$ cat config.mk
export PLATFORM = sky130hd
export DESIGN_NAME = bitn_front
export DESIGN_NICKNAME = d
export VERILOG_FILES = /design/src/design/bitn_pkg.sv /design/src/design/bitn_front.sv
export SDC_FILE = /design/constraint.sdc
export NUM_CORES = 1
export LEC_CHECK = 0
export ABC_AREA = 1
export BUFFER_PORTS_ARGS = -buffer_cell sky130_fd_sc_hd__clkbuf_2
export CAP_MARGIN = 20
export CORE_AREA = 2 2 39 41
export CTS_BUF_LIST = sky130_fd_sc_hd__clkbuf_4 sky130_fd_sc_hd__clkbuf_8 sky130_fd_sc_hd__clkbuf_16
export CTS_CLUSTER_DIAMETER = 60
export CTS_CLUSTER_SIZE = 20
export DETAILED_ROUTE_END_ITERATION = 8
export DIE_AREA = 0 0 41 43
export GPL_ROUTABILITY_DRIVEN = 0
export GPL_TIMING_DRIVEN = 0
export SLEW_MARGIN = 5
export SYNTH_ARGS = -nofsm -noshare
export SYNTH_HDL_FRONTEND = slang
export SYNTH_SLANG_ARGS = --single-unit
$ cat constraint.sdc
create_clock -name clk -period 1.24 [get_ports clk]
set_clock_uncertainty 0.05 [all_clocks]
set_input_delay 0.124 -clock clk [delete_from_list [all_inputs] [get_ports clk]]
set_output_delay 0.124 -clock clk [all_outputs]
set_load 0.03 [all_outputs]
$ cat src/design/bitn_pkg.sv
// shared types and constants for the binary image thinning block
package bitn_pkg;

    localparam int CFG_W  = 11;
    localparam int IDX_W  = 2;
    localparam int KIND_W = 2;
    localparam int PIX_W  = 8;
    localparam int PASS_W = 10;

    localparam logic [IDX_W-1:0] REG_FRAME_WIDTH  = 2'd0;
    localparam logic [IDX_W-1:0] REG_FRAME_HEIGHT = 2'd1;

    localparam logic [KIND_W-1:0] KIND_LOAD = 2'd0;
    localparam logic [KIND_W-1:0] KIND_RUN  = 2'd1;
    localparam logic [KIND_W-1:0] KIND_READ = 2'd2;

    localparam logic [CFG_W-1:0]  WIDTH_RESET  = 11'd640;
    localparam logic [CFG_W-1:0]  HEIGHT_RESET = 11'd480;
    localparam logic [PIX_W-1:0]  FG_THRESH    = 8'd128;
    localparam logic [PIX_W-1:0]  PIX_ON       = 8'd255;
    localparam logic [PIX_W-1:0]  PIX_OFF      = 8'd0;
    localparam logic [PASS_W-1:0] PASS_MAX     = 10'd1023;
    localparam logic [3:0]        B_MIN        = 4'd2;
    localparam logic [3:0]        B_MAX        = 4'd6;

    typedef enum logic [1:0] {
        OP_LOAD,
        OP_RUN,
        OP_READ
    } op_t;

    typedef struct packed {
        op_t  op;
        logic fg;
    } cmd_t;

endpackage

$ cat src/design/bitn_front.sv
// front end: accepts input transactions, classifies them, two-entry command queue
module bitn_front (
    input  logic                        clk,
    input  logic                        rst_n,
    input  logic                        in_valid,
    output logic                        in_ready,
    input  logic [bitn_pkg::KIND_W-1:0] kind,
    input  logic [bitn_pkg::PIX_W-1:0]  pixel_value,
    output logic                        cmd_valid,
    input  logic                        cmd_ready,
    output bitn_pkg::cmd_t              cmd
);

    bitn_pkg::cmd_t q_reg [2];
    logic           wr_ptr_reg;
    logic           rd_ptr_reg;
    logic [1:0]     count_reg;
    bitn_pkg::cmd_t new_cmd;
    logic           known;
    logic           push;
    logic           pop;

    always_comb
    begin
        new_cmd.fg = (pixel_value >= bitn_pkg::FG_THRESH);
        new_cmd.op = bitn_pkg::OP_LOAD;
        known      = 1'b1;
        unique case (kind)
            bitn_pkg::KIND_LOAD: new_cmd.op = bitn_pkg::OP_LOAD;
            bitn_pkg::KIND_RUN:  new_cmd.op = bitn_pkg::OP_RUN;
            bitn_pkg::KIND_READ: new_cmd.op = bitn_pkg::OP_READ;
            default:             known      = 1'b0;
        endcase
    end

    assign in_ready  = (count_reg != 2'd2);
    assign cmd_valid = (count_reg != 2'd0);
    assign cmd       = q_reg[rd_ptr_reg];
    assign push      = in_valid && in_ready && known;
    assign pop       = cmd_valid && cmd_ready;

    always_ff @(posedge clk)
    begin
        if (push)
        begin
            q_reg[wr_ptr_reg] <= new_cmd;
        end
    end

    always_ff @(posedge clk or negedge rst_n)
    begin
        if (!rst_n)
        begin
            wr_ptr_reg <= 1'b0;
            rd_ptr_reg <= 1'b0;
            count_reg  <= 2'd0;
        end
        else
        begin
            if (push)
            begin
                wr_ptr_reg <= ~wr_ptr_reg;
            end
            if (pop)
            begin
                rd_ptr_reg <= ~rd_ptr_reg;
            end
            if (push && !pop)
            begin
                count_reg <= count_reg + 2'd1;
            end
            else if (pop && !push)
            begin
                count_reg <= count_reg - 2'd1;
            end
        end
    end

endmodule

==> results.toml <==
[clock_network]
cts-root-buf = "clkbuf_4"
clk_pin_slew_ns = 0.06
clk_path_buf_depth = 2
tritoncts = "built"
clock_sinks = 10
clock_latency_ns = 0.26
htreeDepth = 1
numCtsBuffers = 3

[power_and_ir_drop]
vdd_ir_drop_max_mv = 0.867
power_density_mw_per_mm2 = 2540
p_leak_nw = 0.341

[place]
dpl-instance-area_um2 = 571
place_inst = 78
io_buffer_count = 10
hpwl_um = 589

[global_routing]
antenna_found_initial = 0
grt_pass1_wl_um = 1320
grt_start_max_net_pins = 7
grt_overflow_total = 0
grt_use_total_pct = 11.6
grt_pass1_vias = 346

[outcome]
status = "finished with violations"
violations = "setup timing"

[floorplan]
pin_count = 19
fp.dieW_um = 41
dieHeight_um = 43
placementRows = 14
core_area_mm2 = 0.00138
die_area_mm2 = 0.00176
start_util_pct = 34.2

[setup_path]
crit_path_max_fanout = 3
cp-start-kind = "flip-flop"
crit_path_end_kind = "flip-flop"
crit_type = "flip-flop to flip-flop"
crit_required_ns = 1.34
cp.arrival_ns = 1.40
r2r_cells = 8

[yosys]
syn_inst = 52
synth_fp_nets = 67
yosysSeqAreaShare_pct = 59.3
ys_types = 13
synth_edf_count = 6
synth_seq_cells = 10
syn_avg_cell_area_um2 = 9.10
synthTopCellsByArea = "edfxtp_1, dfrtp_1, nand2_1"
post-synth-top-count-cell = "nand2_1"
synthFlopType = "edfxtp_1"
synth_area_um2 = 473
async_reset_ff_share_pct = 40.0
netlist.area_leader.share_pct = 38.1
synthTopCellsByCount = "nand2_1, inv_1, edfxtp_1"
ys_warn_count = 0
yosys.area.top_type = "edfxtp_1"

[sta]
finalCritPeriodShare_pct = 105
slew_viol_final = 0
grt_setup_unrepaired = "true"
tns_ns = -0.0663
finalCriticalPeriod_ns = 1.31
setup_slack_ns = -0.0663
hold_viol_final = 0
fmax_mhz = 766
relSlewSlack_pct = 80.4
tightest_slew_ns = 0.292
setup_viol = 1

[cells_and_area]
nets = 87
num_antenna_cells = 0
final_cell_area_um2 = 684
drive_above_1_share_pct = 47.9
fillCellCount = 139
largest_reg_flops = 6
final_util_pct = 49.5
area_delta_synth_final_pct = 44.7
layout.cells.non_filler = 87

[route]
totalWireLength_um = 840
routed_via_density = 4.41
wl_per_cell_um = 9.66
route.detailed.drc = 0
dr.first_iter.drc_count = 8
postRouteAntennaNets = 0
vias = 384
first_pass_iters = 2

[min_path]
hold_depth = 1
hold_class = "input pin to flip-flop"

[flow_run]
drv_cap = 0
-- worst max-delay path: stages, from the launching register on --
cell     delay (ns)
dfrtp_1        0.39
inv_2          0.12
nand2_4        0.07
nand3_4        0.07
inv_2          0.05
ha_4           0.27
inv_2          0.04
nand4_1        0.09
nand2_1        0.06
-- path summary, 6_finish.rpt --
kind	startpoint	endpoint	slack, ns
worst max-delay path	count_reg[0]	count_reg[1]	-0.07
worst min-delay path	pixel_value[7]	q_reg[1][0]	0.02
worst max register to register	count_reg[0]	count_reg[1]	-0.07
worst min register to register	wr_ptr_reg	wr_ptr_reg	0.45
max in group asynchronous	rst_n	count_reg[1]	0.85
min in group asynchronous	rst_n	wr_ptr_reg	0.16
-- what timing repair did --
action                                  CTS  global route
gates cloned                              0             0
setup buffers                             1             3
resized for setup                         7            10
endpoints found under the setup margin    8            10
endpoints found under the hold margin     4             0
pin swaps                                 2             1
hold buffers                              1             0
-- per-stage QoR --
step	power (mW)	setup WS [ns]	hold slack [ns]
after floorplan	1.09	-0.0759	-0.222
after global placement	1.24	-0.0780	-0.117
after detailed placement	1.25	-0.0918	-0.115
after CTS	1.62	-0.0376	0.00255
after global routing	1.88	-0.169	0.0137
final	1.74	-0.0663	0.0158
-- report_power, final --
part | total [mW] | internal [mW] | switching, mW | leakage, nW
Clock | 0.277 | 0.178 | 0.0995 | 0.0210
Combinational | 0.916 | 0.385 | 0.530 | 0.219
Sequential | 0.548 | 0.472 | 0.0763 | 0.102
-- routing by layer --
| metal | GRT usage, % | wire [µm] | up-vias |
|---|---|---|---|
| met4 | 12.0 | 0 | 0 |
| met1 | 14.9 | 322 | 174 |
| met3 | 1.57 | 32 | 0 |
| met5 | 0 | 0 | - |
| li1 | - | - | 200 |
| met2 | 15.3 | 486 | 10 |
-- cell type report --
class | count | area [µm²] | share of cell area [%]
sequential | 10 | 283 | 41.3
multi-input combinational | 31 | 191 | 28.0
timing repair buffer | 15 | 113 | 16.5
inverter | 10 | 37.5 | 5.48
clock buffer | 4 | 36.3 | 5.30
tap | 16 | 20.0 | 2.93
buffer | 1 | 3.75 | 0.548
-- kinds of logic after synthesis --
family / Yosys count / share of synthesized area [%]
and+or+nand+nor: 29 / 27.5
buffers and inverters: 11 / 8.73
DFF: 10 / 59.3
xor gates and xnor gates: 1 / 1.85
adders and majority gates: 1 / 2.65
-- cell usage in the layout, fill, tap and decap left out, drive strengths merged --
cell type	n
nand2	21
ha	1
nand3	3
buf	7
xnor2	1
edfxtp	6
dfrtp	4
nand4	2
nor2	3
inv	10
dlygate4sd3	1
clkbuf	12
(Power assumes the default switching activity.)
